File: config.mk
export PLATFORM = sky130hd
export DESIGN_NAME = email_address_syntax_check_unit
export DESIGN_NICKNAME = d
export VERILOG_FILES = /design/src/hdl/easc_pkg.sv /design/src/hdl/email_address_syntax_check_unit.sv /design/src/hdl/easc_classify.sv
export SDC_FILE = /design/constraint.sdc
export NUM_CORES = 1
export LEC_CHECK = 0
export BUFFER_PORTS_ARGS = -buffer_cell sky130_fd_sc_hd__buf_2
export CAP_MARGIN = 20
export CELL_PAD_IN_SITES_DETAIL_PLACEMENT = 1
export CELL_PAD_IN_SITES_GLOBAL_PLACEMENT = 1
export CORE_ASPECT_RATIO = 0.9
export CORE_UTILIZATION = 38
export CTS_CLUSTER_SIZE = 30
export DETAILED_ROUTE_END_ITERATION = 12
export PLACE_DENSITY = 0.73
export SLEW_MARGIN = 20
export SYNTH_ARGS = -nofsm -noshare
export SYNTH_HDL_FRONTEND = slang
export SYNTH_SLANG_ARGS = --single-unit
File: constraint.sdc
create_clock -name clk -period 1.6 [get_ports clk]
set_input_delay 0.48 -clock clk [delete_from_list [all_inputs] [get_ports clk]]
set_output_delay 0.48 -clock clk [all_outputs]
set_load 0.02 [all_outputs]
File: src/hdl/easc_pkg.sv
// ----------------------------------------------------------------------------
// easc_pkg
// Shared types and character constants for the email address syntax checker.
// ----------------------------------------------------------------------------
package easc_pkg;

  // Where the checker stands inside the address.
  typedef enum logic [1:0] {
    PH_USER   = 2'd0,
    PH_AT     = 2'd1,
    PH_DOMAIN = 2'd2
  } phase_t;

  // Class of the previous domain byte.
  typedef enum logic [1:0] {
    CL_OTHER = 2'd0,
    CL_DOT   = 2'd1,
    CL_DASH  = 2'd2
  } prev_class_t;

  // Classification of one byte, passed from the classifier to the checker.
  typedef struct packed {
    logic alnum;
    logic user_ok;
    logic dot;
    logic dash;
    logic at;
  } char_class_t;

  localparam logic [7:0] CH_DOT   = 8'h2E;
  localparam logic [7:0] CH_DASH  = 8'h2D;
  localparam logic [7:0] CH_AT    = 8'h40;
  localparam logic [7:0] CH_BANG  = 8'h21;
  localparam logic [7:0] CH_HASH  = 8'h23;
  localparam logic [7:0] CH_DOLR  = 8'h24;
  localparam logic [7:0] CH_PCT   = 8'h25;
  localparam logic [7:0] CH_AMP   = 8'h26;
  localparam logic [7:0] CH_APOS  = 8'h27;
  localparam logic [7:0] CH_STAR  = 8'h2A;
  localparam logic [7:0] CH_PLUS  = 8'h2B;
  localparam logic [7:0] CH_SLASH = 8'h2F;
  localparam logic [7:0] CH_EQ    = 8'h3D;
  localparam logic [7:0] CH_QUES  = 8'h3F;
  localparam logic [7:0] CH_CARET = 8'h5E;
  localparam logic [7:0] CH_UNDER = 8'h5F;
  localparam logic [7:0] CH_BTICK = 8'h60;
  localparam logic [7:0] CH_LBRC  = 8'h7B;
  localparam logic [7:0] CH_PIPE  = 8'h7C;
  localparam logic [7:0] CH_RBRC  = 8'h7D;
  localparam logic [7:0] CH_TILDE = 8'h7E;

endpackage

File: src/hdl/email_address_syntax_check_unit.sv
// Path: a closing item is held in the input stage register until the result
// register is free, then moves into it, where out_valid offers its verdict.
// Throughput: one byte per cycle; a byte is taken while a verdict waits in
// the output register, and only a closing item waits for that register.
// Reset: synchronous, active low; clears both stages and the running state,
// so the next byte starts a new address.
// ----------------------------------------------------------------------------
// email_address_syntax_check_unit
// Streams an email address one byte per transfer and reports whether its
// syntax is valid on the item that closes the address.
// ----------------------------------------------------------------------------
module email_address_syntax_check_unit (
  input  logic       clk,
  input  logic       rst_n,
  input  logic       in_valid,
  output logic       in_ready,
  input  logic [7:0] in_char_byte,
  input  logic       in_is_last,
  input  logic       in_address_empty,
  output logic       out_valid,
  input  logic       out_ready,
  output logic       out_is_valid
);

  // Input register stage.
  logic       s1_valid_r;
  logic [7:0] s1_char_r;
  logic       s1_last_r;
  logic       s1_empty_r;

  // Running state of the current address.
  easc_pkg::phase_t      phase_r,  phase_nxt;
  easc_pkg::prev_class_t prev_r,   prev_nxt;
  logic                  failed_r, failed_nxt;
  logic                  user_ne_r, user_ne_nxt;

  // Result register.
  logic out_valid_r;
  logic out_is_valid_r;

  easc_pkg::char_class_t cls;
  logic closing;
  logic verdict;
  logic slot_free;
  logic advance;

  easc_classify u_classify (
    .char_byte  (s1_char_r),
    .char_class (cls)
  );

  // Handshake between the stages.
  assign closing   = s1_last_r | s1_empty_r;
  assign slot_free = ~out_valid_r | out_ready;
  assign advance   = s1_valid_r & (~closing | slot_free);
  assign in_ready  = ~s1_valid_r | advance;

  // Next state of the address checker for the byte in the input stage.
  always_comb begin
    logic           f;
    easc_pkg::phase_t      ph;
    easc_pkg::prev_class_t pc;
    logic           une;
    f   = failed_r;
    ph  = phase_r;
    pc  = prev_r;
    une = user_ne_r;
    unique case (phase_r)
      easc_pkg::PH_USER: begin
        if (cls.at) begin
          if (!user_ne_r) f = 1'b1;
          ph = easc_pkg::PH_AT;
          pc = easc_pkg::CL_OTHER;
        end else begin
          une = 1'b1;
          if (!cls.user_ok) f = 1'b1;
        end
      end
      easc_pkg::PH_AT: begin
        if (!cls.alnum) f = 1'b1;
        ph = easc_pkg::PH_DOMAIN;
      end
      default: begin
        if (cls.dot) begin
          if (prev_r != easc_pkg::CL_OTHER) f = 1'b1;
        end else if (cls.dash) begin
          if (prev_r == easc_pkg::CL_DOT) f = 1'b1;
        end else if (!cls.alnum) begin
          f = 1'b1;
        end
        ph = easc_pkg::PH_DOMAIN;
      end
    endcase
    // The previous class follows every domain byte.
    if (phase_r != easc_pkg::PH_USER) begin
      pc = cls.dot  ? easc_pkg::CL_DOT :
           cls.dash ? easc_pkg::CL_DASH : easc_pkg::CL_OTHER;
    end

    verdict = ~f & (ph == easc_pkg::PH_DOMAIN) & (pc == easc_pkg::CL_OTHER);

    // A closing item returns the state to the start of a new address.
    if (closing) begin
      phase_nxt   = easc_pkg::PH_USER;
      prev_nxt    = easc_pkg::CL_OTHER;
      failed_nxt  = 1'b0;
      user_ne_nxt = 1'b0;
    end else begin
      phase_nxt   = ph;
      prev_nxt    = pc;
      failed_nxt  = f;
      user_ne_nxt = une;
    end
  end

  // Input stage register.
  always_ff @(posedge clk) begin
    if (!rst_n) begin
      s1_valid_r <= 1'b0;
    end else if (in_ready) begin
      s1_valid_r <= in_valid;
    end
    if (in_ready && in_valid) begin
      s1_char_r  <= in_char_byte;
      s1_last_r  <= in_is_last;
      s1_empty_r <= in_address_empty;
    end
  end

  // Address state register.
  always_ff @(posedge clk) begin
    if (!rst_n) begin
      phase_r   <= easc_pkg::PH_USER;
      prev_r    <= easc_pkg::CL_OTHER;
      failed_r  <= 1'b0;
      user_ne_r <= 1'b0;
    end else if (advance) begin
      phase_r   <= phase_nxt;
      prev_r    <= prev_nxt;
      failed_r  <= failed_nxt;
      user_ne_r <= user_ne_nxt;
    end
  end

  // Result register; an empty address is always invalid.
  always_ff @(posedge clk) begin
    if (!rst_n) begin
      out_valid_r <= 1'b0;
    end else if (advance && closing) begin
      out_valid_r <= 1'b1;
    end else if (out_ready) begin
      out_valid_r <= 1'b0;
    end
    if (advance && closing) begin
      out_is_valid_r <= s1_empty_r ? 1'b0 : verdict;
    end
  end

  assign out_valid    = out_valid_r;
  assign out_is_valid = out_is_valid_r;

endmodule

File: src/hdl/easc_classify.sv
// ----------------------------------------------------------------------------
// easc_classify
// Sorts one address byte into the character classes that the checker needs.
// ----------------------------------------------------------------------------
module easc_classify (
  input  logic [7:0]                char_byte,
  output easc_pkg::char_class_t     char_class
);

  logic alnum;
  logic symbol;

  // Letters and digits; bytes above 127 fall outside every range.
  assign alnum = ((char_byte >= 8'h61) && (char_byte <= 8'h7A)) ||
                 ((char_byte >= 8'h41) && (char_byte <= 8'h5A)) ||
                 ((char_byte >= 8'h30) && (char_byte <= 8'h39));

  // Symbols allowed in the user part besides letters and digits.
  always_comb begin
    unique case (char_byte)
      easc_pkg::CH_DOT,   easc_pkg::CH_BANG,  easc_pkg::CH_HASH,
      easc_pkg::CH_DOLR,  easc_pkg::CH_PCT,   easc_pkg::CH_AMP,
      easc_pkg::CH_APOS,  easc_pkg::CH_STAR,  easc_pkg::CH_PLUS,
      easc_pkg::CH_DASH,  easc_pkg::CH_SLASH, easc_pkg::CH_EQ,
      easc_pkg::CH_QUES,  easc_pkg::CH_CARET, easc_pkg::CH_UNDER,
      easc_pkg::CH_BTICK, easc_pkg::CH_LBRC,  easc_pkg::CH_PIPE,
      easc_pkg::CH_RBRC,  easc_pkg::CH_TILDE: symbol = 1'b1;
      default:                                symbol = 1'b0;
    endcase
  end

  assign char_class.alnum   = alnum;
  assign char_class.user_ok = alnum | symbol;
  assign char_class.dot     = (char_byte == easc_pkg::CH_DOT);
  assign char_class.dash    = (char_byte == easc_pkg::CH_DASH);
  assign char_class.at      = (char_byte == easc_pkg::CH_AT);

endmodule

==> results of run 1 <==
[what timing repair did]
action	in CTS	in global routing
pin swaps	3	5
setup buffers	6	3
resized for setup	12	2
setup endpoints to repair	7	7
cloned	0	0
[path summary, 6_finish.rpt]
path	cells after the start	slack (ps)	end
min reg2reg	2	500	user_ne_r
max	5	-200	out_is_valid
min	1	330	s1_char_r[3]
max reg2reg	5	-200	out_is_valid
[flip-flops by register name, summed over array words and instances (netlist names)]
| name | flops |
|---|---|
| out_is_valid | 1 |
| s1_valid_r | 1 |
| phase_r | 2 |
| out_valid | 1 |
| s1_char_r | 8 |
| prev_r | 2 |
| user_ne_r | 1 |
| s1_empty_r | 1 |
| s1_last_r | 1 |
| failed_r | 1 |
[synth_stat cells (2+ instances only)]
cell type	number
nand3_1	5
nand2b_1	5
nor2_1	10
a31oi_1	2
or3_1	2
a21oi_1	5
a211oi_1	2
buf_6	2
a21boi_0	3
dfxtp_1	8
nand2_1	5
inv_1	4
and3_1	2
o21ai_0	2
edfxtp_1	11
o21ai_1	4
nor3_1	3
[cell type report]
cell class | instances | area share (%)
tap | 28 | 2.42
clock buffer | 3 | 1.55
sequential | 19 | 33.8
multi-input combinational | 72 | 36.5
timing repair buffer | 49 | 24.2
inverter | 4 | 1.04
clock inverter | 1 | 0.518
[metrics by stage]
| stage | hold WS (ps) | instances | instance area (um^2) | setup WS [ps] | power [W] |
|---|---|---|---|---|---|
| final | 331 | 176 | 1450 | -199 | 0.00101 |
| after global routing | 305 | 176 | 1450 | -280 | 0.00105 |
| after detailed placement | 484 | 163 | 1290 | -216 | 0.000718 |
| after global placement | 450 | 163 | 1290 | -174 | 0.000709 |
| after CTS | 329 | 173 | 1420 | -184 | 0.000991 |
| after floorplan | 437 | 98 | 1010 | -90.3 | 0.000642 |
[power groups by stage]
stage          Combinational (W)  Clock [W]  Sequential [W]
2_1_floorplan          0.0000731          0        0.000569
3_3_place_gp            0.000142          0        0.000567
3_5_place_dp            0.000149          0        0.000568
4_1_cts                 0.000172   0.000263        0.000556
5_1_grt                 0.000198   0.000286        0.000561
6_report                0.000186   0.000265        0.000558
[critical path, delay by kind of cell, from the launching register on]
family           cells  cell delay, ps
AO/OA/AOI/OAI        2             220
flip-flops           1             450
AND/OR/NAND/NOR      3             900
[layer usage]
layer | part of all wire (%) | routed length [um] | up-vias
li1 | - | - | 466
met1 | 45 | 1370 | 499
met2 | 51 | 1570 | 19
met3 | 2.2 | 68 | 6
met4 | 1.4 | 44 | 0
met5 | 0 | 0 | -
[cell families (layout without fill, tap and decap cells)]
logic type,count (synthesis),in the layout,share of synthesized area [%]
buffers and inverters,7,57,4.48
AO/OA/AOI/OAI,29,29,21.5
flip-flops,19,19,48.8
AND/OR/NAND/NOR,41,41,23.4
multiplexers,1,1,0.995
XOR/XNOR,1,1,0.871
==> summary.md, run 1 <==
| Metric | Value |
|---|---|
| Number of synthesized flops with an enable pin | `11` |
| Clock-pin slew on the worst setup and hold paths | `approximately 120 ps` |
| Unrepaired setup endpoints after global routing | `true` |
| Root cell of the clock tree | `clkbuf_4` |
| Avg Synthesized Cell Area | `just over 10 um^2` |
| Most common library cell in the layout ignoring fill and taps | `buf_4` |
| Number of CTS-inserted buffers | `3` |
| Beginning of the critical path | `s1_char_r[0]` |
| Cells along the critical path | `or4_4, nor2_1, a2111o_1, o211ai_2, and3_1` |
| Hold_sp | `in_char_byte[3]` |
| Maximum number of pins on one net before global-route repair | `13` |
| Number of max-capacitance violations reported | `0` |
| Layout cells sized above 1 | `between 40% and 50%` |
| Maximum fanout count along the critical path | `3` |
| Area of combinational cells with multiple inputs | `approximately 530 um^2` |
| Hold-fix buffer count after cts | `0` |
| Crit end category | `flip-flop` |
| Setup violation total in the final timing report | `7` |
| Combinational cell fraction of total power | `a little under a fifth` |
| Asr flop ratio synth | `0%` |
| Sequential cell area | `approximately 490 um^2` |
| Period Utilization, post-route | `112%` |
| Post-synth net total | `about 110` |
| Worst path arrival time | `between 1500 and 2000 ps` |
| Max-slew headroom at the worst pin | `76.5%` |
| Predominant post-synthesis flop cell | `edfxtp_1` |
| Setup TNS | `-742 ps` |
| Standard-cell rows | `17` |
| Number of nets still failing antenna checks after routing | `0` |
| Met1 track utilization from global routing | `about a quarter` |
| Drt pass-1 iters | `4` |
| Unique cell type count in the Yosys netlist | `40` |
| Reg-to-reg startpoint | `s1_char_r[0]` |
| Top-Level Pins | `17` |
| Cell Pwr Density | `roughly 700 mW/mm^2` |
| Final net count | `approximately 160` |
| Path category of the worst min-delay check | `input pin to flip-flop` |
| Total via count after detailed routing | `990` |
| Quantity of I/O buffers inserted on ports | `16` |
| Cells after Synth | `98` |
| Synth Register Bits | `19` |
| Number of failing hold endpoints at the final stage | `0` |
| Worst-Skew Late Latency | `310 ps` |
| Drc violations | `0` |
| Proportion of power drawn by flip-flops and latches | `55.3%` |
| First-pass GRT wire length | `roughly 4600 um` |
| Die boundary width | `between 50 and 60 um` |
| CTS tree | `done` |
| Final global-route overflow total | `0` |
| Htree depth | `1` |
| FMAX | `around 560 MHz` |
| Starting utilization of the core area | `40.4%` |
| Clock Tree Buf Depth | `2` |
| Worst Tran Pin Value | `around 350 ps` |
| Switching part of the total | `about 27%` |
| Detail Placement HPWL | `2020 um` |
| Cell area after technology mapping | `0.00101 mm^2` |
| Data required time at the worst endpoint | `1680 ps` |
| Commonest non-fill, non-tap cells in the layout | `buf_4, buf_2, edfxtp_1` |
| Leading area contributor after synthesis | `edfxtp_1` |
| GR met3 Demand/Resource | `around 4.8%` |
| Period minus WS final | `1800 ps` |
| Final count of pins violating max slew | `0` |
| Top cells by area, synth | `edfxtp_1, dfxtp_1, nor2_1` |
| CP startpoint kind | `flip-flop` |
| Area added between synthesis and finish | `44.2%` |
| Number of antenna violations at the first check in global routing | `0` |
| Result of the run | `finished, violations left` |
| Internal power contribution | `0.000732 W` |
| Number of fillers in the final layout | `approximately 270` |
| Post-route core utilization | `about three fifths` |
| GR Layer Usage met2 | `between 30% and 40%` |
| Minimum setup slack in the final design | `-199 ps` |
| Total routing usage reported by global routing | `between 20% and 30%` |
| Final Routed Wirelength | `~3000 um` |
| Worst-case clock skew | `between 3 and 4 ps` |
| GP Congestion | `approximately 0.86` |
| Largest stage delay on the critical path | `~600 ps` |
| Peak supply drop | `roughly 0.49 mV` |
| Static leakage | `between 0.5 and 0.6 nW` |
| Die Outline Area | `0.00286 mm^2` |
| Clock net sink count | `19` |
| Sequential element share of the synthesized area | `~50%` |
| First-iteration detailed-routing DRC count | `13` |
| Number of global-route vias before repair | `around 1000` |
| Area fraction of the dominant cell type after synthesis | `between 30% and 40%` |
| Switching power of the nets | `around 0.00028 W` |
| Slowest-stage cell, CP | `or4_4` |
| Standard cell core area | `approximately 0.0025 mm^2` |
| Ant diodes | `0` |
| Critical path type | `flip-flop to flip-flop` |
| Yosys synthesis warning count | `0` |
| Average wire length per cell after detail routing | `about 17 um` |
| Violated checks | `negative setup slack` |
| Most used routing layer | `met2` |
| Die H | `slightly above 50 um` |
| Clock power share | `a little over a quarter` |
| Via-to-Cell Ratio | `5.63` |
Note: power is estimated with default switching activity, not from simulation.
==> run 2: changes to the inputs <==
- CORE_ASPECT_RATIO: 0.9 -> 1.2
==> summary.md, run 2 (synthesized netlist as in run 1, its figures left out) <==
| Metric | Value |
|---|---|
| CP startpoint kind | `flip-flop` |
| Data required time at the worst endpoint | `1690 ps (about the same)` |
| Die boundary width | `49.0 um (-13%)` |
| Final cell area excluding filler cells | `0.00154 mm^2 (+6.0%)` |
| Area added between synthesis and finish | `52.9%` |
| Commonest non-fill, non-tap cells in the layout | `buf_4, buf_2, edfxtp_1` |
| Slowest-stage cell, CP | `edfxtp_1` |
| Worst path arrival time | `1930 ps (+50 ps)` |
| Static leakage | `0.639 nW (+6.8%)` |
| Final net count | `170 (+4.3%)` |
| Final Routed Wirelength | `3530 um (+16%)` |
| Peak supply drop | `0.482 mV (-1.8%)` |
| Ant diodes | `0 (unchanged)` |
| Cell Pwr Density | `668 mW/mm^2 (-3.9%)` |
| Leading registers by flop count | `s1_char_r (8), phase_r (2), prev_r (2)` |
| Clock net sink count | `19 (unchanged)` |
| Period minus WS final | `1840 ps (+42.3 ps)` |
| Root cell of the clock tree | `clkbuf_4` |
| First-pass GRT wire length | `5090 um (+11%)` |
| Total routing usage reported by global routing | `24.3% (+2.7 points)` |
| Biggest register | `s1_char_r` |
| Worst-case clock skew | `20.6 ps (+17.0 ps)` |
| First-iteration detailed-routing DRC count | `14 (+1)` |
| Maximum fanout count along the critical path | `5 (+2)` |
| Quantity of I/O buffers inserted on ports | `16 (unchanged)` |
| Detail Placement HPWL | `1970 um (-2.5%)` |
| Number of antenna violations at the first check in global routing | `0 (unchanged)` |
| Layout cells sized above 1 | `52.3% (+5.0 points)` |
| Max-slew headroom at the worst pin | `77.2% (+0.69 points)` |
| Worst-Skew Late Latency | `310 ps (about the same)` |
| Library cell appearing most often on the critical path | `buf_4` |
| Total via count after detailed routing | `1052 (+6.3%)` |
| Htree depth | `1 (unchanged)` |
| Number of failing hold endpoints at the final stage | `0 (unchanged)` |
| Period Utilization, post-route | `115% (+2.6 points)` |
| Path category of the worst min-delay check | `input pin to flip-flop` |
| Average wire length per cell after detail routing | `18.8 um (+8.4%)` |
| Result of the run | `finished, violations left` |
| Largest stage delay on the critical path | `440 ps (-160 ps)` |
| Top-Level Pins | `17 (unchanged)` |
| Unrepaired setup endpoints after global routing | `true` |
| Placed instance area | `0.00129 mm^2 (about the same)` |
| Setup TNS | `-1020 ps (-276 ps)` |
| Clock-pin slew on the worst setup and hold paths | `120 ps (about the same)` |
| Drc violations | `0 (unchanged)` |
| Number of CTS-inserted buffers | `3 (unchanged)` |
| Setup violation total in the final timing report | `7 (unchanged)` |
| Hold-fix buffer count after cts | `0 (unchanged)` |
| Number of fillers in the final layout | `289 (+7.4%)` |
| Final global-route overflow total | `0 (unchanged)` |
| Max FFs per register | `8 (unchanged)` |
| Violated checks | `negative setup slack` |
| Critical path type | `flip-flop to flip-flop` |
| Die H | `58.4 um (+15%)` |
| Number of global-route vias before repair | `1081 (+6.2%)` |
| Final count of pins violating max slew | `0 (unchanged)` |
| Crit end category | `flip-flop` |
| Number of nets still failing antenna checks after routing | `0 (unchanged)` |
| Number of max-capacitance violations reported | `0 (unchanged)` |
| Worst Tran Pin Value | `340 ps (-8.37 ps)` |
| Clock Tree Buf Depth | `2 (unchanged)` |
| Drt pass-1 iters | `6 (+2)` |
| Final hold slack | `355 ps (+23.6 ps)` |
| Standard-cell rows | `20 (+3)` |
| Die Outline Area | `0.00286 mm^2 (about the same)` |
| Standard cell core area | `0.00253 mm^2 (+1.6%)` |
| Cells along the critical path | `buf_4, or2b_1, a211oi_2, buf_4, a31oi_2, o211ai_2, and3_1` |
| GP Congestion | `0.810 (-6.3%)` |
| Starting utilization of the core area | `39.8% (-0.62 points)` |
| Most common library cell in the layout ignoring fill and taps | `buf_4` |
| Minimum setup slack in the final design | `-241 ps (-42.3 ps)` |
| CTS tree | `done` |
| Maximum number of pins on one net before global-route repair | `11 (-2)` |
| FMAX | `543 MHz (-2.3%)` |
| Via-to-Cell Ratio | `5.60 (-0.52%)` |
## run 2: cell types whose count changed in the layout (fill, tap and decap cells not counted), moves of 2 or more
cell	delta
o21ai_2	+2
nand3_1	+2
buf_6	+2
buf_4	+5
nand3_2	-2
## run 2: path summary, 6_finish.rpt
path / cells past startpoint / endpoint / startpoint / slack, ps
worst min-delay path: 1 / s1_char_r[5] / in_char_byte[5] / 350
worst max register to register: 7 / out_is_valid / s1_char_r[0] / -240
worst min register to register: 2 / prev_r[0] / prev_r[0] / 490
worst max-delay path: 7 / out_is_valid / s1_char_r[0] / -240
## run 2: per-layer routing
layer  GRT usage [%]  vias up  wire length [um]
li1                -      481                 -
met1            28.1      520              1520
met3            2.84       17                84
met2            43.3       34              1770
met4            15.1        0               153
met5               0        -                 0
## run 2: repair_timing
item                                   CTS  global route
setup endpoints to repair                7             9
resized for setup                       14            11
endpoints found under the hold margin    0             0
pin swaps                                9             4
buffers inserted                        13             4
## run 2: worst max-delay path: cells and delay by family, from the launching register on
kind	cells	cell delay, ps
compound gates	3	450
buf+inv	2	330
flops	1	440
simple gates	2	410
## run 2: where the power goes
part | leakage [nW] | internal (W) | switching [W] | total (W)
clock | 0.0150 | 0.0000973 | 0.000154 | 0.000251
sequential | 0.173 | 0.000539 | 0.0000255 | 0.000565
combinational | 0.451 | 0.000114 | 0.0000976 | 0.000212
total | 0.639 | 0.000751 | 0.000277 | 0.00103
## run 2: stage by stage
step | total power, W | worst slack, ps | utilization [%] | instances
after global routing | 0.00106 | -298 | 60.8 | 188
after detailed placement | 0.000717 | -235 | 50.9 | 167
after global placement | 0.000709 | -210 | 50.9 | 167
after floorplan | 0.000642 | -90.3 | - | 98
final | 0.00103 | -241 | 60.8 | 188
after CTS | 0.00100 | -184 | 57.8 | 184
## run 2: area by class of cell
class                   instances  area [um^2]  share of cell area [%]
well taps                      33         41.3                    2.69
inverters                       4         15.0                   0.976
multi-input cells              72          554                    36.0
flip-flops and latches         19          490                    31.9
repair buffers                 56          410                    26.7
clock buffers                   4         26.3                    1.71
